`src/design/fvt_pkg.sv`:
```
// Shared types and constants of the violation table.
package fvt_pkg;

   localparam logic [9:0]  MS_PER_S   = 10'd1000;
   localparam logic [15:0] MS_PER_MIN = 16'd60000;

   localparam int CSR_AW = 4;

   localparam logic [1:0] REG_BAN_MINUTES  = 2'd0;
   localparam logic [1:0] REG_BAN_THRESH   = 2'd1;
   localparam logic [1:0] REG_PENALTY_MODE = 2'd2;

   localparam logic OP_CHECK = 1'b0;
   localparam logic OP_ADD   = 1'b1;

   typedef struct packed {
      logic [10:0] ban_minutes;
      logic [7:0]  ban_threshold;
      logic        penalty_mode;
   } cfg_type;

   // One table entry as held in memory; penalty lifetimes are kept in ms.
   typedef struct packed {
      logic        valid;
      logic [31:0] ip;
      logic [15:0] port;
      logic [31:0] stamp;
      logic [7:0]  count;
      logic        is_penalty;
      logic [31:0] life_ms;
   } entry_type;

   typedef struct packed {
      logic       found;
      logic       inserted;
      logic       table_full;
      logic       over_limit;
      logic [7:0] entry_count;
   } rsp_type;

endpackage

```
`src/design/fvt_csr.sv`:
```
// Configuration registers behind the APB-style port.
module fvt_csr
   import fvt_pkg::*;
(
   input  logic              clock,
   input  logic              reset,
   input  logic              psel,
   input  logic              penable,
   input  logic              pwrite,
   input  logic [CSR_AW-1:0] paddr,
   input  logic [31:0]       pwdata,
   output logic [31:0]       prdata,
   output logic              pready,
   output cfg_type           cfg
);

   cfg_type cfg_ff;
   logic    wr_beat;

   assign pready  = 1'b1;
   assign wr_beat = psel & penable & pwrite & pready;
   assign cfg     = cfg_ff;

   always_ff @(posedge clock) begin
      if (reset) begin
         cfg_ff <= '0;
      end else if (wr_beat) begin
         case (paddr[3:2])
            REG_BAN_MINUTES:  cfg_ff.ban_minutes   <= pwdata[10:0];
            REG_BAN_THRESH:   cfg_ff.ban_threshold <= pwdata[7:0];
            REG_PENALTY_MODE: cfg_ff.penalty_mode  <= pwdata[0];
            default: ;
         endcase
      end
   end

   always_comb begin
      case (paddr[3:2])
         REG_BAN_MINUTES:  prdata = {21'd0, cfg_ff.ban_minutes};
         REG_BAN_THRESH:   prdata = {24'd0, cfg_ff.ban_threshold};
         REG_PENALTY_MODE: prdata = {31'd0, cfg_ff.penalty_mode};
         default:          prdata = '0;
      endcase
   end

endmodule

```
`config.mk`:
```
export PLATFORM = sky130hd
export DESIGN_NAME = fvt_csr
export DESIGN_NICKNAME = d
export VERILOG_FILES = /design/src/design/fvt_pkg.sv /design/src/design/fvt_csr.sv
export SDC_FILE = /design/constraint.sdc
export NUM_CORES = 1
export LEC_CHECK = 0
export BUFFER_PORTS_ARGS = -buffer_cell sky130_fd_sc_hd__buf_4
export CAP_MARGIN = 25
export CORE_ASPECT_RATIO = 2
export CORE_UTILIZATION = 42
export DETAILED_ROUTE_END_ITERATION = 7
export GPL_TIMING_DRIVEN = 0
export PLACE_DENSITY = 0.95
export SYNTH_ARGS = -nofsm -noshare
export SYNTH_HDL_FRONTEND = slang
export SYNTH_SLANG_ARGS = --single-unit
```
`constraint.sdc`:
```
create_clock -name clock -period 1.43 [get_ports clock]
set_input_delay 0.0715 -clock clock [delete_from_list [all_inputs] [get_ports clock]]
set_output_delay 0.0715 -clock clock [all_outputs]
set_load 0.05 [all_outputs]
```
==> summary.json, run 1 <==
{
  "synthesis": {
    "yosys_register_bits": 20,
    "ys_top_cells_by_area": "dfxtp_1, mux2i_1, buf_4, nand2b_1, nor2_1",
    "netlist_area_mm2": 0.00118,
    "syn-instance-count": 129,
    "synth_area_per_cell_um2": 9.15,
    "yosysSeqAreaShare_pct": 33.9,
    "synth.largest_area_cell": "dfxtp_1",
    "synth-warning-count": 0,
    "post_synth_num_cell_types": 20,
    "synth_top_cells_by_count": "mux2i_1, nand2b_1, buf_4",
    "netlist.area_leader.share_pct": 33.9,
    "postSynth.asyncResetShare_pct": 0,
    "synth_edf_count": 0,
    "most_frequently_used_flop_master_after_synthesis": "dfxtp_1"
  },
  "grt": {
    "grt_antenna_before_repair": 0,
    "wire_length_of_the_first_global_routing_pass_um": 3660,
    "groute.layer.met3.usage_pct": 0,
    "fraction_of_met1_tracks_used_by_global_routing_pct": 17.6,
    "groute.usage.overall_pct": 16.9,
    "grt_remaining_overflow": 0,
    "grt_start_max_net_pins": 11,
    "busiest_layer": "met2",
    "first_global_vias": 844,
    "groute.layer.met2.usage_pct": 31.6
  },
  "routing": {
    "totalWireLength_um": 2490,
    "detail_route.first_pass.iterations": 4,
    "drc": 0,
    "detail_route.iter0.violations": 12,
    "ant_nets": 0,
    "post_drt_via_cell_ratio": 4.47,
    "drt-wirelength-per-cell_um": 11.0,
    "num_vias": 1015
  },
  "sta": {
    "timing_hold_violations_final": 0,
    "min_period_over_period_pct": 76.3,
    "highest_clock_rate_mhz": 916,
    "setup_repair_after_global_routing_missed_its_margin": "no",
    "setup_tns_ns": 0,
    "finalSetupViolations": 0,
    "layout_setup_ws_ns": 0.339,
    "fin_worst_skew_ns": 0,
    "timing.final.max_slew_violations": 0,
    "period_needed_ns": 1.09
  },
  "critical_path": {
    "cp_max_fo": 3,
    "worst_path_class_setup": "register to output pin",
    "required_ns": 1.36,
    "cp-end-kind": "output pin",
    "reg2reg_slack_ns": 0.77,
    "start_kind": "register",
    "arrival_ns": 1.02
  },
  "placement": {
    "placer_congestion_estimate": 0.716,
    "pre_cts_ws_ns": 0.379,
    "place_area_mm2": 0.00166,
    "port-buffer-count": 47,
    "detailed_place_hpwl_um": 1970,
    "placedCellCount": 224
  },
  "worst_hold_path": {
    "min_path_type": "primary input to register"
  },
  "final_layout": {
    "fin_cells": 227,
    "fin_nets": 242,
    "proportion_of_layout_cells_with_a_drive_suffix_above_1_pct": 44.7,
    "insertedDiodeCount": 0,
    "fillerInstances": 240,
    "syn_to_final_growth_pct": 44.5,
    "finish.instance_area_mm2": 0.00171,
    "largest_register_ff_count": 20
  },
  "clock_network": {
    "cts_repair_resize_count": 0,
    "cts_inserted_buffers": 3,
    "cts.sinks": 20,
    "cts.clk_slew.worst_paths_ns": 0.07,
    "post_cts_hold_buffer_count": 0,
    "clkLatencyLatePin_ns": 0.24,
    "cts_buffer_depth": 2,
    "postCtsSetupBuffers": 0,
    "h_tree_levels": 1,
    "master_cell_of_the_clock_root_buffer": "clkbuf_8",
    "cts_tree": "done"
  },
  "floorplan": {
    "die_h_um": 77.0,
    "start_util_pct": 45.3,
    "die-width_um": 39.5,
    "fp-row-count": 26,
    "core_area_mm2": 0.00260,
    "io_pins": 94,
    "dieArea_mm2": 0.00304
  },
  "job": {
    "maxCapViolCount": 0
  },
  "run_status": {
    "run_status": "complete, no violations"
  },
  "power_and_ir_drop": {
    "power_per_cell_area_mw_per_mm2": 737,
    "vdd_ir_drop_max_uv": 703,
    "cellLeakagePower_uw": 0.000889
  }
}
-- critical path, stage by stage, from the launching register on --
cell and delay, ns:
dfxtp_1 0.36, mux2i_1 0.10, o21ai_2 0.11, buf_4 0.20
-- power breakdown --
group / internal, uW / switching, uW
clock network: 186 / 158
logic: 116 / 227
registers: 564 / 5.58
-- logic make-up after synthesis --
group | synth area share, %
muxes | 21.2
DFF | 33.9
other | 0.637
AOI/OAI and AO/OA | 3.60
and+or+nand+nor | 23.1
buffers and inverters | 17.5
-- placed cells by master, fill, tap and decap left out, drive strengths merged, types with 3 or more instances in the layout --
master / netlist / routed
buf: 27 / 74
mux2i: 25 / 25
nand2b: 25 / 25
conb: 2 / 22
dfxtp: 20 / 20
nor2: 8 / 8
clkbuf: 2 / 5
nand3: 4 / 4
and2: 3 / 3
o31ai: 3 / 3
a21oi: 3 / 3
nand2: 3 / 3
-- per-layer routing --
metal	up-vias	routed length, um	share of wire, %
li1	519	-	-
met1	447	914	37
met5	-	0	0
met2	47	1380	56
met3	2	151	6.1
met4	0	40	1.6
-- worst paths after layout --
path	start	end	depth (start not counted)
setup / recovery	cfg[1]	prdata[0]	3
hold / removal	pwdata[8]	cfg[17]	3
setup reg to reg	cfg[18]	cfg[18]	2
hold reg to reg	cfg[19]	cfg[19]	2
-- layout make-up --
cell class	count	area [um2]	share of cell area [%]
plain buffers	29	206	12.1
clock buffers	3	41.3	2.42
multi-input cells	100	669	39.3
flip-flops and latches	20	400	23.5
well taps	28	35.0	2.05
repair buffers	47	353	20.7
-- per-stage QoR --
step / total power [uW] / utilization, % / hold WS (ns)
2_1_floorplan: 855 / - / 0.219
3_3_place_gp: 923 / 63.9 / 0.340
3_5_place_dp: 925 / 63.9 / 0.347
4_1_cts: 1270 / 65.5 / 0.0829
5_1_grt: 1310 / 65.5 / 0.0998
6_report: 1260 / 65.5 / 0.0843
Power figures use the tool's default switching activity.
==> run 2: changes to the inputs <==
- CORE_UTILIZATION: 42 -> 39
- PLACE_DENSITY: 0.95 -> 0.91
- clock period: 1.43 -> 1.05 ns (I/O delays scaled with it)
==> run 2 against run 1 <==
Against the previous run: the run now ends with negative setup slack left; wire length up 17%; die area grew 7.4%; global-route usage increased by 2.8 points; core utilization is 3.6 points higher; largest power group unchanged.
==> summary.json, run 2 (synthesis results as in run 1) <==
{
  "critical_path": {
    "worst_path_max_delay_cell": "dfxtp_2",
    "worst_path_class_setup": "register to output pin",
    "crit_chain": "mux2i_2 -> nor2_4 -> buf_8",
    "timing.reg2reg.worst_path_depth": 3,
    "cp-end-kind": "output pin",
    "cpPeakStageDelay_ns": 0.34,
    "cp_max_fo": 3,
    "arrival_ns": 1.02,
    "required_ns": 1.00,
    "start_kind": "register"
  },
  "grt": {
    "first_global_vias": 979,
    "grt_antenna_before_repair": 0,
    "grt_remaining_overflow": 0,
    "groute.usage.overall_pct": 19.7,
    "grt_start_max_net_pins": 11,
    "wire_length_of_the_first_global_routing_pass_um": 4380
  },
  "routing": {
    "drc": 0,
    "totalWireLength_um": 2910,
    "drt-wirelength-per-cell_um": 12.4,
    "detail_route.first_pass.iterations": 4,
    "detail_route.iter0.violations": 22,
    "ant_nets": 0,
    "post_drt_via_cell_ratio": 4.62,
    "num_vias": 1085
  },
  "power_and_ir_drop": {
    "cellLeakagePower_uw": 0.000933,
    "vdd_ir_drop_max_uv": 833,
    "power_per_cell_area_mw_per_mm2": 911
  },
  "floorplan": {
    "io_pins": 94,
    "dieArea_mm2": 0.00326,
    "die_h_um": 79.8,
    "fp-row-count": 27,
    "start_util_pct": 42.1,
    "core_area_mm2": 0.00280,
    "die-width_um": 40.9
  },
  "clock_network": {
    "cts.clk_slew.worst_paths_ns": 0.07,
    "post_cts_hold_buffer_count": 0,
    "cts_buffer_depth": 2,
    "master_cell_of_the_clock_root_buffer": "clkbuf_8",
    "cts_inserted_buffers": 3,
    "cts.sinks": 20,
    "cts_tree": "done",
    "clkLatencyLatePin_ns": 0.25,
    "h_tree_levels": 1
  },
  "final_layout": {
    "most_common_cell_after_layout_fill_and_taps_aside": "buf_4",
    "area_of_the_multi_input_gates_um2": 790,
    "syn_to_final_growth_pct": 64.4,
    "insertedDiodeCount": 0,
    "fin_nets": 249,
    "fin_cells": 235,
    "largest_register_ff_count": 20,
    "regArea_um2": 427,
    "proportion_of_layout_cells_with_a_drive_suffix_above_1_pct": 61.2,
    "mostFrequentLayoutCells": "buf_4, nand2b_1, conb_1",
    "fillerInstances": 225,
    "final_util_pct": 69.2
  },
  "worst_hold_path": {
    "min_path_type": "primary input to register",
    "worst_hold_path.num_cells": 3
  },
  "sta": {
    "layout_setup_ws_ns": -0.0253,
    "setup_repair_after_global_routing_missed_its_margin": "yes",
    "finalSetupViolations": 3,
    "period_needed_ns": 1.08,
    "highest_clock_rate_mhz": 930,
    "timing_hold_violations_final": 0,
    "fin_worst_skew_ns": 0,
    "timing.final.max_slew_violations": 0,
    "min_period_over_period_pct": 102
  },
  "run_status": {
    "failing_checks": "negative setup slack",
    "run_status": "finished with violations"
  },
  "placement": {
    "port-buffer-count": 47,
    "detailed_place_hpwl_um": 2090,
    "placedCellCount": 225,
    "placer_congestion_estimate": 0.702
  },
  "job": {
    "maxCapViolCount": 0
  }
}
==> run 2: changes by cell type in the layout (fill, tap and decap cells not counted), sizes merged <==
cell  delta
buf      +7
==> run 2: worst paths after layout <==
path              startpoint         to  slack (ns)
hold / removal     pwdata[8]    cfg[17]        0.05
setup / recovery     cfg[15]  prdata[6]       -0.03
setup reg to reg     cfg[13]    cfg[13]        0.33
hold reg to reg      cfg[18]    cfg[18]        0.48
==> run 2: where the power goes <==
group	switching (uW)	total (uW)	internal [uW]
Sequential	9.70	777	767
Clock	231	485	255
Combinational	328	503	175
Total	569	1770	1200
==> run 2: area by class of cell <==
class / count / area share (%)
multi-input cells: 100 / 40.7
repair buffers: 54 / 22.6
flip-flops and latches: 20 / 22.0
plain buffers: 29 / 10.6
clock buffers: 3 / 2.13
well taps: 29 / 1.87
==> run 2: what timing repair did <==
item	in CTS	in global routing
gates resized for setup	16	7
setup buffers	7	0
endpoints found under the setup margin	8	8
pin swaps	0	2
==> run 2: critical path: cells and delay by family, from the launching register on <==
| kind | cells | cell delay, ns |
|---|---|---|
| AND/OR/NAND/NOR | 1 | 0.06 |
| flip-flops | 1 | 0.34 |
| multiplexers | 1 | 0.21 |
| buffers and inverters | 1 | 0.16 |
==> run 2: metal layers <==
metal  wire [um]  global-route usage (%)  share of wire [%]  vias up
met5           0                       0                  0        -
met4          42                    9.00                1.4        0
met3         146                    1.95                5.0        2
met2        1740                    35.6                 60       45
met1         978                    20.2                 34      501
li1            -                       -                  -      537
==> run 2: per-stage QoR <==
stage | setup slack, ns | power (uW) | hold WS (ns) | instance area (um2) | TNS [ns]
6_report | -0.0253 | 1770 | 0.0473 | 1940 | -0.0398
5_1_grt | -0.0514 | 1830 | 0.0508 | 1940 | -0.232
4_1_cts | -0.0258 | 1760 | 0.0491 | 1890 | -0.0258
3_5_place_dp | -0.00447 | 1270 | 0.316 | 1740 | -0.00447
3_3_place_gp | 0.0676 | 1270 | 0.311 | 1740 | 0
2_1_floorplan | 0.0122 | 1170 | 0.193 | 1350 | 0
==> run 3: changes to the inputs <==
- CORE_UTILIZATION: 39 -> 42
- PLACE_DENSITY: 0.91 -> 0.95
- clock period: 1.05 -> 1.3 ns (I/O delays scaled with it)
==> run 3 against run 2 <==
Against the previous run: via count fell by 3.7%; worst hold slack improved by 0.024 ns; setup slack improved by 0.13 ns; critical path depth did not move; total power fell by 16%; wire length fell by 5.1%; critical endpoint is now prdata[7]; the run now ends clean; sequential share of layout area rose by 0.73 points; largest power group unchanged; first-iteration DRC count fell by 82%; sequential power fell by 19%; register-to-register slack improved by 0.30 ns; highest routed layer unchanged; clock power fell by 4.3%; cell count fell by 3.0%.
==> summary.json, run 3 (synthesis results as in run 1) <==
{
  "routing": {
    "detail_route.iter0.violations": 4,
    "detail_route.first_pass.iterations": 4,
    "num_vias": 1045,
    "ant_nets": 0,
    "post_drt_via_cell_ratio": 4.58,
    "drc": 0,
    "drt-wirelength-per-cell_um": 12.1,
    "totalWireLength_um": 2760
  },
  "sta": {
    "period_needed_ns": 1.20,
    "highest_clock_rate_mhz": 837,
    "setup_tns_ns": 0,
    "min_period_over_period_pct": 92.0,
    "setup_repair_after_global_routing_missed_its_margin": "no",
    "timing_hold_violations_final": 0,
    "timing.final.max_slew_violations": 0,
    "finalSetupViolations": 0,
    "fin_worst_skew_ns": 0
  },
  "critical_path": {
    "arrival_ns": 1.13,
    "start_kind": "register",
    "worstSetupStartpoint": "cfg[8]",
    "worst_path_class_setup": "register to output pin",
    "crit_buf_inv": 1,
    "cp_max_fo": 3,
    "cpPeakStageDelay_ns": 0.34,
    "reg2reg_slack_ns": 0.63,
    "end_of_the_worst_register_to_register_path": "cfg[16]",
    "worst_path_max_delay_cell": "dfxtp_1",
    "crit_chain": "mux2i_1 -> nor2_4 -> buf_4",
    "crit_family": "flip-flops",
    "required_ns": 1.24,
    "timing.reg2reg.worst_path_depth": 2,
    "cp-end-kind": "output pin",
    "r2r_start": "cfg[16]"
  },
  "clock_network": {
    "cts_buffer_depth": 2,
    "master_cell_of_the_clock_root_buffer": "clkbuf_8",
    "cts_repair_resize_count": 0,
    "cts_tree": "done",
    "postCtsSetupBuffers": 0,
    "cts.clk_slew.worst_paths_ns": 0.07,
    "cts_inserted_buffers": 3,
    "post_cts_hold_buffer_count": 0,
    "cts.sinks": 20,
    "h_tree_levels": 1,
    "clkLatencyLatePin_ns": 0.25
  },
  "floorplan": {
    "core_area_mm2": 0.00260,
    "io_pins": 94,
    "die_h_um": 77.0,
    "start_util_pct": 45.3,
    "fp-row-count": 26,
    "dieArea_mm2": 0.00304,
    "die-width_um": 39.5
  },
  "grt": {
    "groute.usage.overall_pct": 20.1,
    "grt_start_max_net_pins": 12,
    "first_global_vias": 984,
    "wire_length_of_the_first_global_routing_pass_um": 4370,
    "grt_antenna_before_repair": 0,
    "grt_remaining_overflow": 0
  },
  "final_layout": {
    "syn_to_final_growth_pct": 49.3,
    "fin_nets": 242,
    "most_common_cell_after_layout_fill_and_taps_aside": "buf_4",
    "fillerInstances": 221,
    "proportion_of_layout_cells_with_a_drive_suffix_above_1_pct": 45.0,
    "largest_register_ff_count": 20,
    "mostFrequentLayoutCells": "buf_4, mux2i_1, nand2b_1",
    "final_util_pct": 67.7,
    "insertedDiodeCount": 0
  },
  "placement": {
    "detailed_place_hpwl_um": 2250,
    "port-buffer-count": 47,
    "placer_congestion_estimate": 0.712
  },
  "power_and_ir_drop": {
    "power_per_cell_area_mw_per_mm2": 838,
    "cellLeakagePower_uw": 0.000899,
    "vdd_ir_drop_max_uv": 686
  },
  "job": {
    "maxCapViolCount": 0
  },
  "run_status": {
    "run_status": "complete, no violations"
  },
  "worst_hold_path": {
    "worst_hold_path.num_cells": 3,
    "hold_path_end": "cfg[17]",
    "min_path_type": "primary input to register",
    "timing.hold.worst.start": "pwdata[8]"
  }
}
-- run 3: changes by cell type in the layout (fill, tap and decap cells not counted), sizes merged --
cell,delta
clkbuf,+1
buf,-7
-- run 3: how the worst max path moves through the flow --
stage	slack, ns	endpoint	cells after the start
finish	0.10	prdata[7]	3
global route	0.05	prdata[7]	3
CTS	0.11	prdata[7]	3
detailed placement	0.27	prdata[7]	5
global placement	0.30	prdata[4]	5
floorplan	0.05	prdata[0]	2
-- run 3: layout make-up --
| class | instances | area [um2] | share of cell area [%] |
|---|---|---|---|
| Buffer | 29 | 206 | 11.7 |
| Sequential cell | 20 | 400 | 22.7 |
| Clock buffer | 4 | 55.1 | 3.12 |
| Timing Repair Buffer | 47 | 353 | 20.0 |
| Multi-Input combinational cell | 100 | 712 | 40.4 |
| Tap cell | 28 | 35.0 | 1.99 |
-- run 3: tightest hold or removal path, delay by kind of cell --
kind | cells | cell delay, ns
buffers and inverters | 1 | 0.10
AND/OR/NAND/NOR | 1 | 0.06
AO/OA/AOI/OAI | 1 | 0.05
-- run 3: where the power goes --
group	switching [uW]	total, uW	internal (uW)
clock	196	464	269
sequential	6.43	627	620
combinational	257	386	129
total	459	1480	1020
-- run 3: layer usage --
layer,global-route usage (%),wire length [um],vias to the layer above
li1,-,-,522
met3,2.31,142,4
met2,36.9,1640,49
met4,10.0,61,0
met1,19.4,915,470
met5,0,0,-
-- run 3: per-stage QoR --
step | std cells | hold slack (ns) | worst slack, ns | area [um2] | total power (uW)
floorplan | 149 | 0.213 | 0.0465 | 1320 | 947
global placement | 224 | 0.330 | 0.302 | 1710 | 1020
detailed placement | 224 | 0.336 | 0.269 | 1710 | 1020
CTS | 228 | 0.0649 | 0.113 | 1760 | 1490
global route | 228 | 0.0797 | 0.0493 | 1760 | 1540
finish | 228 | 0.0717 | 0.105 | 1760 | 1480
