**src/design/fvt_pkg.sv**
```systemverilog
// Shared types and constants of the violation table.
package fvt_pkg;

   localparam logic [9:0]  MS_PER_S   = 10'd1000;
   localparam logic [15:0] MS_PER_MIN = 16'd60000;

   localparam int CSR_AW = 4;

   localparam logic [1:0] REG_BAN_MINUTES  = 2'd0;
   localparam logic [1:0] REG_BAN_THRESH   = 2'd1;
   localparam logic [1:0] REG_PENALTY_MODE = 2'd2;

   localparam logic OP_CHECK = 1'b0;
   localparam logic OP_ADD   = 1'b1;

   typedef struct packed {
      logic [10:0] ban_minutes;
      logic [7:0]  ban_threshold;
      logic        penalty_mode;
   } cfg_type;

   // One table entry as held in memory; penalty lifetimes are kept in ms.
   typedef struct packed {
      logic        valid;
      logic [31:0] ip;
      logic [15:0] port;
      logic [31:0] stamp;
      logic [7:0]  count;
      logic        is_penalty;
      logic [31:0] life_ms;
   } entry_type;

   typedef struct packed {
      logic       found;
      logic       inserted;
      logic       table_full;
      logic       over_limit;
      logic [7:0] entry_count;
   } rsp_type;

endpackage

```
**src/design/fvt_scan.sv**
```systemverilog
// Sequencer: clearing pass, per-item scan with expiry and match, insert.
module fvt_scan
   import fvt_pkg::*;
#(
   parameter int DEPTH = 64,
   parameter int AW    = 6
) (
   input  logic          clock,
   input  logic          reset,
   input  cfg_type       cfg,
   input  logic          start,
   output logic          busy,
   input  logic          operation,
   input  logic [31:0]   client_ip,
   input  logic [15:0]   client_port,
   input  logic [15:0]   penalty_seconds,
   input  logic [31:0]   now_ms,
   output logic          mem_we,
   output logic [AW-1:0] mem_waddr,
   output entry_type     mem_wdata,
   output logic          mem_re,
   output logic [AW-1:0] mem_raddr,
   input  entry_type     mem_rdata,
   output logic          rsp_valid,
   output rsp_type       rsp
);

   localparam int CW = $clog2(DEPTH + 1);

   typedef enum logic [1:0] {ST_CLEAR, ST_IDLE, ST_SCAN, ST_FINISH} state_type;

   state_type     state_ff, state_in;
   logic [CW-1:0] idx_ff, idx_in;
   logic          pend_ff, pend_in;
   logic [AW-1:0] eval_addr_ff, eval_addr_in;
   logic          found_ff, found_in;
   logic          over_ff, over_in;
   logic [7:0]    cnt_ff, cnt_in;
   logic          free_found_ff, free_found_in;
   logic [AW-1:0] free_idx_ff, free_idx_in;
   logic          op_ff, op_in;
   logic [31:0]   ip_ff, ip_in;
   logic [15:0]   port_ff, port_in;
   logic [15:0]   pen_ff, pen_in;
   logic [31:0]   now_ff, now_in;
   logic [31:0]   pen_ms_ff, pen_ms_in;
   logic [31:0]   life_ms_ff, life_ms_in;
   logic [7:0]    thr_ff, thr_in;
   logic          rsp_valid_ff, rsp_valid_in;
   rsp_type       rsp_ff, rsp_in;

   logic [31:0] age;
   logic [31:0] limit;
   logic        expired;
   logic        live;
   logic        hit;
   logic        over_e;
   logic        bump;
   logic [7:0]  ins_count;
   entry_type   ins_entry;

   assign busy      = (state_ff != ST_IDLE);
   assign rsp_valid = rsp_valid_ff;
   assign rsp       = rsp_ff;

   // expiry and match of the entry read in the previous cycle
   always_comb begin
      age     = now_ff - mem_rdata.stamp;
      limit   = mem_rdata.is_penalty ? mem_rdata.life_ms : life_ms_ff;
      expired = mem_rdata.valid && !age[31] && (age >= limit);
      live    = mem_rdata.valid && !expired;
      hit     = live && (mem_rdata.ip == ip_ff) && (mem_rdata.port == port_ff);
      over_e  = (mem_rdata.count >= thr_ff);
      bump    = hit && (op_ff == OP_CHECK) && !over_e;

      ins_count            = (pen_ff != 16'd0)
                             ? ((thr_ff == 8'hFF) ? 8'hFF : thr_ff + 8'd1) : 8'd1;
      ins_entry.valid      = 1'b1;
      ins_entry.ip         = ip_ff;
      ins_entry.port       = port_ff;
      ins_entry.stamp      = now_ff;
      ins_entry.count      = ins_count;
      ins_entry.is_penalty = (pen_ff != 16'd0);
      ins_entry.life_ms    = pen_ms_ff;
   end

   always_comb begin
      state_in      = state_ff;
      idx_in        = idx_ff;
      pend_in       = 1'b0;
      eval_addr_in  = eval_addr_ff;
      found_in      = found_ff;
      over_in       = over_ff;
      cnt_in        = cnt_ff;
      free_found_in = free_found_ff;
      free_idx_in   = free_idx_ff;
      op_in         = op_ff;
      ip_in         = ip_ff;
      port_in       = port_ff;
      pen_in        = pen_ff;
      now_in        = now_ff;
      pen_ms_in     = pen_ms_ff;
      life_ms_in    = life_ms_ff;
      thr_in        = thr_ff;
      rsp_valid_in  = 1'b0;
      rsp_in        = rsp_ff;
      mem_we        = 1'b0;
      mem_waddr     = eval_addr_ff;
      mem_wdata     = mem_rdata;
      mem_re        = 1'b0;
      mem_raddr     = idx_ff[AW-1:0];

      case (state_ff)
         ST_CLEAR: begin
            mem_we    = 1'b1;
            mem_waddr = idx_ff[AW-1:0];
            mem_wdata = '0;
            if (idx_ff == CW'(DEPTH - 1)) begin
               idx_in   = '0;
               state_in = ST_IDLE;
            end else begin
               idx_in = idx_ff + CW'(1);
            end
         end
         ST_IDLE: begin
            if (start) begin
               if ((cfg.ban_minutes != 11'd0) || cfg.penalty_mode) begin
                  op_in         = operation;
                  ip_in         = client_ip;
                  port_in       = client_port;
                  pen_in        = penalty_seconds;
                  now_in        = now_ms;
                  pen_ms_in     = 32'(penalty_seconds) * 32'(MS_PER_S);
                  life_ms_in    = 32'(cfg.ban_minutes) * 32'(MS_PER_MIN);
                  thr_in        = cfg.ban_threshold;
                  found_in      = 1'b0;
                  over_in       = 1'b0;
                  cnt_in        = 8'd0;
                  free_found_in = 1'b0;
                  idx_in        = '0;
                  state_in      = ST_SCAN;
               end else begin
                  // table inactive: answer at once with all fields clear
                  rsp_valid_in = 1'b1;
                  rsp_in       = '0;
               end
            end
         end
         ST_SCAN: begin
            if (pend_ff) begin
               mem_we          = expired || bump;
               mem_wdata.valid = live;
               mem_wdata.count = bump ? mem_rdata.count + 8'd1 : mem_rdata.count;
               if (!live && !free_found_ff) begin
                  free_found_in = 1'b1;
                  free_idx_in   = eval_addr_ff;
               end
               if (hit) begin
                  found_in = 1'b1;
                  over_in  = over_e;
                  cnt_in   = bump ? mem_rdata.count + 8'd1 : mem_rdata.count;
               end
            end
            // read of entry k overlaps the write-back of entry k-1
            if (idx_ff != CW'(DEPTH)) begin
               mem_re       = 1'b1;
               pend_in      = 1'b1;
               eval_addr_in = idx_ff[AW-1:0];
               idx_in       = idx_ff + CW'(1);
            end else if (!pend_ff) begin
               state_in = ST_FINISH;
            end
         end
         ST_FINISH: begin
            rsp_valid_in       = 1'b1;
            rsp_in.found       = found_ff;
            rsp_in.over_limit  = over_ff;
            rsp_in.inserted    = 1'b0;
            rsp_in.table_full  = 1'b0;
            rsp_in.entry_count = cnt_ff;
            if ((op_ff == OP_ADD) && !found_ff) begin
               if (free_found_ff) begin
                  mem_we             = 1'b1;
                  mem_waddr          = free_idx_ff;
                  mem_wdata          = ins_entry;
                  rsp_in.inserted    = 1'b1;
                  rsp_in.entry_count = ins_count;
               end else begin
                  rsp_in.table_full = 1'b1;
               end
            end
            state_in = ST_IDLE;
         end
         default: begin
            state_in = ST_IDLE;
         end
      endcase
   end

   always_ff @(posedge clock) begin
      if (reset) begin
         state_ff      <= ST_CLEAR;
         idx_ff        <= '0;
         pend_ff       <= 1'b0;
         found_ff      <= 1'b0;
         over_ff       <= 1'b0;
         free_found_ff <= 1'b0;
         rsp_valid_ff  <= 1'b0;
      end else begin
         state_ff      <= state_in;
         idx_ff        <= idx_in;
         pend_ff       <= pend_in;
         found_ff      <= found_in;
         over_ff       <= over_in;
         free_found_ff <= free_found_in;
         rsp_valid_ff  <= rsp_valid_in;
      end
      eval_addr_ff <= eval_addr_in;
      cnt_ff       <= cnt_in;
      free_idx_ff  <= free_idx_in;
      op_ff        <= op_in;
      ip_ff        <= ip_in;
      port_ff      <= port_in;
      pen_ff       <= pen_in;
      now_ff       <= now_in;
      pen_ms_ff    <= pen_ms_in;
      life_ms_ff   <= life_ms_in;
      thr_ff       <= thr_in;
      rsp_ff       <= rsp_in;
   end

endmodule
```
**config.mk**
```make
export PLATFORM = sky130hd
export DESIGN_NAME = fvt_scan
export DESIGN_NICKNAME = d
export VERILOG_FILES = /design/src/design/fvt_pkg.sv /design/src/design/fvt_scan.sv
export SDC_FILE = /design/constraint.sdc
export NUM_CORES = 1
export LEC_CHECK = 0
export ABC_AREA = 1
export ABC_CLOCK_PERIOD_IN_PS = 29700
export BUFFER_PORTS_ARGS = -buffer_cell sky130_fd_sc_hd__buf_2
export CELL_PAD_IN_SITES_DETAIL_PLACEMENT = 0
export CELL_PAD_IN_SITES_GLOBAL_PLACEMENT = 2
export CORE_MARGIN = 2
export CORE_UTILIZATION = 36
export CTS_CLUSTER_DIAMETER = 30
export DETAILED_ROUTE_END_ITERATION = 8
export GPL_ROUTABILITY_DRIVEN = 0
export PLACE_DENSITY_LB_ADDON = 0.1
export SYNTH_ARGS = -nofsm -noshare
export SYNTH_HDL_FRONTEND = slang
export SYNTH_SLANG_ARGS = --single-unit
```
**constraint.sdc**
```tcl
create_clock -name clock -period 29.7 [get_ports clock]
set_input_delay 8.91 -clock clock [delete_from_list [all_inputs] [get_ports clock]]
set_output_delay 8.91 -clock clock [all_outputs]
set_load 0.02 [all_outputs]
```
==> key figures, run 1 <==
Power and ir drop
  – Tot Pwr: 1550 uW
  – P_leak: 0.0101 uW
  – Pwr Density: 75.8 mW/mm^2
  – VDD IR max: 0.0484 mV

Clocking
  – TritonCTS clock tree: done
  – H-tree depth: 4
  – CTS Buf Count: 17
  – Setup repair bufs after CTS: 0
  – Hold_buf cts: 0
  – Clock Tree Root: clkbuf_16
  – Worst-case clock buffer depth: 2
  – Reg clk slew, reported paths: 0.08 ns
  – Clock net sink count: 194
  – Clk_lat worst skew: 0.49 ns
  – Resize count post-CTS: 0

Timing
  – Fin crit period: 22.07 ns
  – Fin Clk Skew: 0.0119 ns
  – Final worst setup slack: 7.63 ns
  – Worst hold margin: 0.449 ns
  – Achievable clock frequency: 0.0453 GHz
  – Setup tns final: 0 ns
  – Unrepaired setup endpoints after global routing: no
  – Hold Vio Cnt, Final: 0
  – Slew Limit Fails: 0
  – Fin crit share: 74.3%
  – Final setup violating endpoints: 0
  – Worst Tran Pin Value: 1.04 ns
  – Max-slew headroom: 29.9%

Die
  – Die Wd: 222 um
  – I/O pin count: 392
  – Starting Density: 36.2%
  – Die H: 222 um
  – Core area: 0.0474 sq mm
  – Std cell rows: 80
  – Area of the die: 0.0495 sq mm

Routing
  – Via density: 4.87
  – Final wirelength: 53,800 um
  – Antenna Violating Nets Remaining: 0
  – DRC viols: 0
  – DR vias: 14.4k
  – Routed len/inst: 18.2 um
  – DRT Pass-1 Iters: 5
  – Initial DRC count: 654

Setup path
  – Worst EP arrival: 13.16 ns
  – Top Family by Delay on Critical Path: simple AND/OR/NAND/NOR gates
  – Cells on worst reg2reg path: 25
  – Crit. End Element: output pin
  – CP max-delay cell: ha_1
  – Worst reg-to-reg setup slack: 24.84 ns
  – CP Launch Type: input pin
  – Crit path to: mem_wdata[37]
  – Slowest stage delay, CP: 0.39 ns
  – CP Buf/Inv Count: 4
  – Most used cell, CP: nand2_1
  – Reg2reg start: now_ff[0]
  – Reg2Reg Capture Point: free_idx_ff[2]
  – CP Launch Point: mem_rdata[47]
  – Critical Path Fanout Max: 7
  – Type of the worst setup path: input pin to output pin
  – Crit path depth: 30
  – Req. time, crit path: 20.79 ns

Synth
  – Number of flops mapped to enable cells by yosys: 180
  – Synth Instances: 1,948
  – Yosys cell types: 53
  – Avg Inst Size Synth: 8.82 sq um
  – Yosys reg bits: 194
  – Top FF cell, synth: edfxtp_1
  – Total nets after synthesis: 2,487
  – YS warnings: 0
  – Sequential fraction of the synthesis area: 33.1%
  – Synthesized area: 0.0172 sq mm
  – Async set-or-reset flop fraction in the synthesized netlist: 0%

Global route
  – Grt ovf: 0
  – Largest net degree at the start of global routing: 74
  – Total GRT Usage: 22.2%
  – Global-route wire length before repair: 83,600 um
  – Vias in the first global route: 14.6k
  – Initial antenna violation count: 6

Cells and area
  – Post-Layout Cell Count: 2,956
  – Fill cells: 4,879
  – Area Overhead vs Synth: 18.8%
  – Nets: 2,862
  – Fraction of layout cells with a size suffix above 1: 21.0%
  – Commonest non-fill, non-tap cells in the layout: buf_2 (391), inv_1 (350), nand2_1 (326), ha_1 (205), edfxtp_1 (180)
  – Most common cell after layout, fill and taps aside: buf_2

Placement
  – Port Buffers: 391
  – Placed insts: 2,919
  – Post-DP HPWL: 44,000 um
  – Placement Setup Slack: 7.72 ns

Flow run
  – MaxCap Viol Count: 0

Worst hold path
  – Worst hold path type: flop to flop
  – Hold depth: 0

Run status
  – Status: completed
## metrics by stage
| step | instance area [sq um] | utilization (%) |
|---|---|---|
| after floorplan | 17200 | - |
| after global placement | 19800 | 41.8 |
| after detailed placement | 19800 | 41.8 |
| after CTS | 20400 | 43.0 |
| after global routing | 20400 | 43.0 |
| final | 20400 | 43.0 |
## logic make-up (layout without fill, tap and decap cells)
logic type	count (synthesis)	count (layout)	share of synthesized area (%)
compound gates	382	382	12.5
xor+xnor	114	114	5.81
fa+ha+maj	297	297	25.6
buf+inv	406	794	9.05
flops	194	194	33.1
other cells	0	5	0
simple gates	555	555	14.0
## worst min path at each step
stage                    startpoint             end  slack [ns]
detailed placement  eval_addr_ff[0]  free_idx_ff[0]        0.43
global placement    eval_addr_ff[0]  free_idx_ff[0]        0.42
floorplan           eval_addr_ff[0]  free_idx_ff[0]        0.42
finish              eval_addr_ff[0]  free_idx_ff[0]        0.45
CTS                 eval_addr_ff[0]  free_idx_ff[0]        0.45
global route        eval_addr_ff[5]  free_idx_ff[5]        0.47
## flip-flops by register name, indices dropped and copies added, names as in the netlist, 2 cells and up
name and cells:
cnt_ff 8, eval_addr_ff 6, free_idx_ff 6, idx_ff 7, ip_ff 32, life_ms_ff 22, now_ff 32, pen_ff 16
pen_ms_ff 21, port_ff 16, rsp 12, state_ff 2, thr_ff 8
## power breakdown
group	total [uW]	leakage (uW)	switching, uW	internal [uW]
Combinational	907	0.00809	579	328
Clock	237	0.000276	119	118
Sequential	404	0.00176	20.9	383
Total	1550	0.0101	719	828
## layer usage
| metal | part of all wire [%] | GRT usage [%] | up-vias |
|---|---|---|---|
| met1 | 44 | 27.8 | 6850 |
| li1 | - | - | 7207 |
| met4 | 1.5 | 4.98 | 0 |
| met2 | 50 | 39.5 | 301 |
| met5 | 0 | 0 | - |
| met3 | 4.0 | 4.17 | 37 |
## worst reg2reg max path: cells and delay by family, from the launching register on
| family | cells | cell delay (ns) |
|---|---|---|
| and+or+nand+nor | 16 | 2.53 |
| adders and majority gates | 3 | 0.82 |
| AOI/OAI and AO/OA | 3 | 0.53 |
| DFF | 1 | 0.36 |
| buffers and inverters | 2 | 0.14 |
| xor gates and xnor gates | 1 | 0.09 |
## Yosys cell counts, types with 2 or more instances
cell type / instances / area (sq um)
inv_1: 350 / 1310
nand2_1: 326 / 1220
ha_1: 206 / 2580
edfxtp_1: 180 / 5410
o21ai_0: 171 / 856
nor2_1: 103 / 387
a21oi_1: 98 / 490
fa_1: 91 / 1820
xnor2_1: 60 / 526
xor2_1: 54 / 473
nand3_1: 49 / 245
o22ai_1: 43 / 269
clkbuf_1: 32 / 120
nor3_1: 20 / 100
dfxtp_1: 14 / 280
nand4_1: 14 / 87.6
a21oi_2: 11 / 96.3
o211ai_1: 10 / 75.1
nand2_2: 9 / 56.3
inv_2: 8 / 30.0
o21ai_1: 8 / 40.0
buf_2: 7 / 35.0
nand3_2: 7 / 70.1
nor4_1: 7 / 43.8
o21a_1: 7 / 52.6
a22oi_1: 6 / 45.0
a31oi_1: 6 / 37.5
buf_4: 6 / 45.0
a21o_1: 5 / 37.5
nor2_2: 4 / 25.0
a211oi_1: 3 / 22.5
and3_1: 3 / 18.8
o21bai_1: 3 / 22.5
a21boi_0: 2 / 15.0
a21boi_1: 2 / 15.0
a31o_2: 2 / 17.5
clkinv_1: 2 / 7.51
nor2_4: 2 / 22.5
o221ai_1: 2 / 17.5
or2_2: 2 / 12.5
## area by class of cell
cell class                 instances  area (sq um)  area share (%)
antenna                            5          12.5          0.0613
clock buffer                      17           425            2.08
clock inverter                    15           156           0.766
inverter                         360          1350            6.62
multi-input combinational       1348          9980            48.9
sequential                       194          5690            27.8
tap                              615           769            3.77
timing repair buffer             402          2040            9.99
(Power assumes the default switching activity.)
==> inputs of run 2 (changes only) <==
--- a/config.mk
+++ b/config.mk
@@ -6,12 +6,12 @@
 export NUM_CORES = 1
 export LEC_CHECK = 0
 export ABC_AREA = 1
-export ABC_CLOCK_PERIOD_IN_PS = 29700
+export ABC_CLOCK_PERIOD_IN_PS = 21700
 export BUFFER_PORTS_ARGS = -buffer_cell sky130_fd_sc_hd__buf_2
 export CELL_PAD_IN_SITES_DETAIL_PLACEMENT = 0
 export CELL_PAD_IN_SITES_GLOBAL_PLACEMENT = 2
 export CORE_MARGIN = 2
-export CORE_UTILIZATION = 36
+export CORE_UTILIZATION = 33
 export CTS_CLUSTER_DIAMETER = 30
 export DETAILED_ROUTE_END_ITERATION = 8
 export GPL_ROUTABILITY_DRIVEN = 0
==> constraint.sdc (replaced) <==
create_clock -name clock -period 21.7 [get_ports clock]
set_input_delay 6.51 -clock clock [delete_from_list [all_inputs] [get_ports clock]]
set_output_delay 6.51 -clock clock [all_outputs]
set_load 0.02 [all_outputs]
==> key figures, run 2 (synthesized netlist as in run 1, its figures left out) <==
Clocking
  – Clock net sink count: 194 (unchanged)
  – Reg clk slew, reported paths: 0.07 ns (about the same)
  – Resize count post-CTS: 0 (unchanged)
  – Setup repair bufs after CTS: 0 (unchanged)
  – H-tree depth: 4 (unchanged)
  – Clk_lat worst skew: 0.50 ns (about the same)
  – Hold_buf cts: 0 (unchanged)
  – TritonCTS clock tree: done
  – CTS Buf Count: 17 (unchanged)
  – Worst-case clock buffer depth: 2 (unchanged)
  – Clock Tree Root: clkbuf_16

Placement
  – Placed insts: 2,982 (+2.2%)
  – Port Buffers: 391 (unchanged)
  – Post-DP HPWL: 45,600 um (+3.5%)

Power and ir drop
  – Tot Pwr: 2130 uW (+38%)
  – VDD IR max: 0.0686 mV (+42%)
  – Pwr Density: 104 mW/mm^2 (+37%)
  – P_leak: 0.0101 uW (-0.15%)

Timing
  – Unrepaired setup endpoints after global routing: no
  – Worst Tran Pin Value: 1.11 ns (+0.0630 ns)
  – Hold Vio Cnt, Final: 0 (unchanged)
  – Setup tns final: 0 ns (unchanged)
  – Fin crit share: 79.7%
  – Achievable clock frequency: 0.0578 GHz
  – Fin crit period: 17.30 ns
  – Fin Clk Skew: 0.0152 ns (+0.00327 ns)
  – Slew Limit Fails: 0 (unchanged)
  – Max-slew headroom: 26.3% (-3.7 points)
  – Final setup violating endpoints: 0 (unchanged)

Setup path
  – Worst EP arrival: 10.79 ns (-2.37 ns)
  – Type of the worst setup path: input pin to output pin
  – Slowest stage delay, CP: 0.41 ns (+0.02 ns)
  – CP Launch Type: input pin
  – Crit. End Element: output pin
  – CP max-delay cell: a21boi_4
  – CP Buf/Inv Count: 4 (unchanged)
  – Req. time, crit path: 15.19 ns (-5.60 ns)
  – Critical Path Fanout Max: 7 (unchanged)
  – Top Family by Delay on Critical Path: simple AND/OR/NAND/NOR gates
  – Most used cell, CP: nand2_1

Cells and area
  – Finished Core Util: 39.8% (-3.2 points)
  – Nets: 2,860 (-0.070%)
  – Commonest non-fill, non-tap cells in the layout: buf_2 (391), inv_1 (350), nand2_1 (326), ha_1 (204), edfxtp_1 (180)
  – Area Overhead vs Synth: 19.1%
  – Post-Layout Cell Count: 3,018 (+2.1%)
  – Top flop regs: ip_ff: 32 flops, now_ff: 32 flops, life_ms_ff: 22 flops
  – Fraction of layout cells with a size suffix above 1: 20.8% (-0.20 points)
  – Most common cell after layout, fill and taps aside: buf_2

Die
  – Std cell rows: 83 (+3.8%)
  – Starting Density: 33.4% (-2.8 points)
  – I/O pin count: 392 (unchanged)
  – Core area: 0.0514 sq mm (+8.3%)
  – Area of the die: 0.0539 sq mm (+8.9%)
  – Die Wd: 232 um (+4.4%)
  – Die H: 232 um (+4.4%)

Global route
  – Grt ovf: 0 (unchanged)
  – Global-route wire length before repair: 85,700 um (+2.5%)
  – Largest net degree at the start of global routing: 79 (+6.8%)
  – Total GRT Usage: 21.0% (-1.1 points)
  – Vias in the first global route: 14.8k (+1.4%)
  – Initial antenna violation count: 5 (-1)

Routing
  – Via density: 4.78 (-1.9%)
  – Antenna Violating Nets Remaining: 0 (unchanged)
  – DR vias: 14.4k (+0.13%)
  – Initial DRC count: 764 (+17%)
  – DRT Pass-1 Iters: 5 (unchanged)
  – Routed len/inst: 18.5 um (+1.7%)
  – DRC viols: 0 (unchanged)
  – Final wirelength: 55,900 um (+3.9%)

Run status
  – Status: completed

Flow run
  – MaxCap Viol Count: 0 (unchanged)

Worst hold path
  – Worst hold path type: flop to flop
run 2: cell count changes in the layout (fill, tap and decap cells not counted), sizes merged:
| cell | previous run | this run |
|---|---|---|
| buf | 402 | 400 |
| bufinv | 1 | 2 |
| clkinv | 10 | 6 |
| diode | 5 | 4 |
| clkinvlp | 3 | 2 |
| inv | 361 | 362 |
| clkbuf | 17 | 20 |
run 2: worst paths after layout:
path                   startpoint              to  slack (ns)  cells after the start
hold reg to reg   eval_addr_ff[4]  free_idx_ff[4]        0.45                      0
setup / recovery    mem_rdata[54]          mem_we        4.40                     29
setup reg to reg        now_ff[0]  free_idx_ff[2]       16.86                     25
hold / removal    eval_addr_ff[4]  free_idx_ff[4]        0.45                      0
run 2: per-layer routing:
metal | track usage [%] | vias to the layer above | part of all wire, %
li1 | - | 7191 | -
met1 | 26.9 | 6917 | 44
met2 | 36.8 | 264 | 50
met3 | 3.09 | 40 | 3.8
met4 | 5.65 | 2 | 1.6
met5 | 0 | - | 0.021
run 2: final cells by class:
cell class / count / area (sq um)
Clock inverter: 12 / 129
Sequential cell: 194 / 5690
Clock buffer: 20 / 437
Tap cell: 680 / 851
Inverter: 360 / 1350
Antenna cell: 4 / 10.0
Timing Repair Buffer: 400 / 2020
Fill cell: 5372 / 30900
Multi-Input combinational cell: 1348 / 9980
run 2: where the power goes:
part	internal, uW	total, uW	switching [uW]
clock network	170	329	159
registers	524	553	28.8
logic	449	1250	800
run 2: metrics by stage:
step	worst slack [ns]	instance area (sq um)	hold slack, ns
finish	4.40	20500	0.452
detailed placement	4.51	19900	0.435
global route	4.02	20500	0.475
CTS	4.49	20500	0.458
floorplan	5.36	17200	0.420
global placement	4.54	19900	0.424
==> inputs of run 3 (changes only) <==
--- a/config.mk
+++ b/config.mk
@@ -6,7 +6,7 @@
 export NUM_CORES = 1
 export LEC_CHECK = 0
 export ABC_AREA = 1
-export ABC_CLOCK_PERIOD_IN_PS = 21700
+export ABC_CLOCK_PERIOD_IN_PS = 16500
 export BUFFER_PORTS_ARGS = -buffer_cell sky130_fd_sc_hd__buf_2
 export CELL_PAD_IN_SITES_DETAIL_PLACEMENT = 0
 export CELL_PAD_IN_SITES_GLOBAL_PLACEMENT = 2
==> constraint.sdc (replaced) <==
create_clock -name clock -period 16.5 [get_ports clock]
set_input_delay 4.95 -clock clock [delete_from_list [all_inputs] [get_ports clock]]
set_output_delay 4.95 -clock clock [all_outputs]
set_load 0.02 [all_outputs]
==> key figures, run 3 (synthesized netlist as in run 1, its figures left out) <==
Cells and area
  – Fraction of layout cells with a size suffix above 1: 20.8% (unchanged)
  – Fill cells: 5,367 (-0.093%)
  – Top flop regs: ip_ff: 32 flops, now_ff: 32 flops, life_ms_ff: 22 flops
  – Commonest non-fill, non-tap cells in the layout: buf_2 (391), inv_1 (350), nand2_1 (326), ha_1 (204), edfxtp_1 (180)
  – Final Cell Area: 0.0205 sq mm (about the same)
  – Area Overhead vs Synth: 19.1% (about the same)
  – Most common cell after layout, fill and taps aside: buf_2
  – FF+latch area: 0.00569 sq mm (unchanged)
  – Post-Layout Cell Count: 3,019 (+0.033%)
  – Nets: 2,860 (unchanged)
  – Multi-input gate area in the final layout: 0.00998 sq mm (unchanged)

Clocking
  – Reg clk slew, reported paths: 0.08 ns (about the same)
  – Clock net sink count: 194 (unchanged)
  – TritonCTS clock tree: done
  – H-tree depth: 4 (unchanged)
  – Setup repair bufs after CTS: 0 (unchanged)
  – Clock Tree Root: clkbuf_16
  – Resize count post-CTS: 0 (unchanged)
  – Hold_buf cts: 0 (unchanged)
  – CTS Buf Count: 17 (unchanged)
  – Clk_lat worst skew: 0.50 ns (about the same)
  – Worst-case clock buffer depth: 2 (unchanged)

Die
  – Area of the die: 0.0539 sq mm (unchanged)
  – Die H: 232 um (unchanged)
  – Die Wd: 232 um (unchanged)
  – I/O pin count: 392 (unchanged)
  – Std cell rows: 83 (unchanged)
  – Core area: 0.0514 sq mm (unchanged)
  – Starting Density: 33.4% (unchanged)

Global route
  – Total GRT Usage: 21.1% (+0.049 points)
  – Initial antenna violation count: 5 (unchanged)
  – Largest net degree at the start of global routing: 79 (unchanged)
  – Global-route wire length before repair: 85,500 um (-0.26%)
  – Grt ovf: 0 (unchanged)
  – Vias in the first global route: 14.7k (-0.71%)

Power and ir drop
  – Tot Pwr: 2800 uW (+31%)
  – P_leak: 0.0101 uW (-0.13%)
  – VDD IR max: 0.0921 mV (+34%)
  – Pwr Density: 137 mW/mm^2 (+31%)

Setup path
  – CP Launch Type: input pin
  – Type of the worst setup path: input pin to output pin
  – Critical Path Fanout Max: 7 (unchanged)
  – CP Buf/Inv Count: 4 (unchanged)
  – Top Family by Delay on Critical Path: simple AND/OR/NAND/NOR gates
  – Worst EP arrival: 9.22 ns (-1.57 ns)
  – Req. time, crit path: 11.55 ns (-3.64 ns)
  – Slowest stage delay, CP: 0.39 ns (-0.02 ns)
  – Crit. End Element: output pin
  – Most used cell, CP: nand2_1
  – CP max-delay cell: a21boi_4

Timing
  – Fin Clk Skew: 0.0183 ns (+0.00313 ns)
  – Hold Vio Cnt, Final: 0 (unchanged)
  – Worst hold margin: 0.442 ns (-0.00972 ns)
  – Max-slew headroom: 25.7% (-0.57 points)
  – Slew Limit Fails: 0 (unchanged)
  – Unrepaired setup endpoints after global routing: no
  – Setup tns final: 0 ns (unchanged)
  – Achievable clock frequency: 0.0706 GHz
  – Fin crit period: 14.17 ns
  – Fin crit share: 85.9%
  – Final setup violating endpoints: 0 (unchanged)
  – Worst Tran Pin Value: 1.11 ns (+0.00859 ns)

Routing
  – DRT Pass-1 Iters: 5 (unchanged)
  – DRC viols: 0 (unchanged)
  – Antenna Violating Nets Remaining: 0 (unchanged)
  – Initial DRC count: 709 (-7.2%)
  – DR vias: 14.5k (+0.57%)
  – Via density: 4.80 (+0.54%)
  – Routed len/inst: 18.6 um (+0.39%)
  – Final wirelength: 56,100 um (+0.43%)

Placement
  – Post-DP HPWL: 45,700 um (+0.33%)
  – Port Buffers: 391 (unchanged)
  – Placed insts: 2,982 (unchanged)
  – Placed Area: 0.0199 sq mm (unchanged)

Run status
  – Status: completed

Flow run
  – MaxCap Viol Count: 0 (unchanged)

Worst hold path
  – Worst hold path type: flop to flop
==> run 3: cell types whose count changed in the layout (fill, tap and decap cells not counted), sizes merged <==
cell / change
bufinv: -1
clkbuf: -2
diode: +1
inv: +1
clkinvlp: +2
==> run 3: stage by stage <==
stage	util, %	worst slack, ns
after global placement	38.7	2.46
after floorplan	-	3.28
after detailed placement	38.7	2.41
after global routing	39.8	1.90
final	39.8	2.33
after CTS	39.8	2.38
==> run 3: final cells by class <==
class / instances / area share, %
multi-input cells: 1348 / 48.8
flip-flops and latches: 194 / 27.8
repair buffers: 400 / 9.89
inverters: 360 / 6.60
well taps: 680 / 4.16
clock buffers: 18 / 2.10
clock inverters: 14 / 0.630
diodes: 5 / 0.0612
==> run 3: final timing paths <==
check                  startpoint  cells after the start              to  slack (ns)
setup / recovery    mem_rdata[43]                     30          mem_we        2.33
hold / removal    eval_addr_ff[0]                      0  free_idx_ff[0]        0.44
setup reg to reg        now_ff[0]                     25  free_idx_ff[0]       11.73
hold reg to reg   eval_addr_ff[0]                      0  free_idx_ff[0]        0.44
==> run 3: metal layers <==
layer | up-vias | global-route usage (%) | share of wire [%]
li1 | 7186 | - | -
met1 | 6980 | 26.8 | 44
met2 | 281 | 36.4 | 50
met3 | 47 | 3.34 | 4.5
met4 | 2 | 6.89 | 2.1
met5 | - | 0 | 0.021
==> run 3: report_power, final <==
| group | total (uW) | internal [uW] | leakage, uW | switching, uW |
|---|---|---|---|---|
| registers | 727 | 690 | 0.00176 | 37.9 |
| logic | 1650 | 591 | 0.00808 | 1060 |
| clock network | 425 | 210 | 0.000260 | 216 |
| total | 2800 | 1490 | 0.0101 | 1310 |
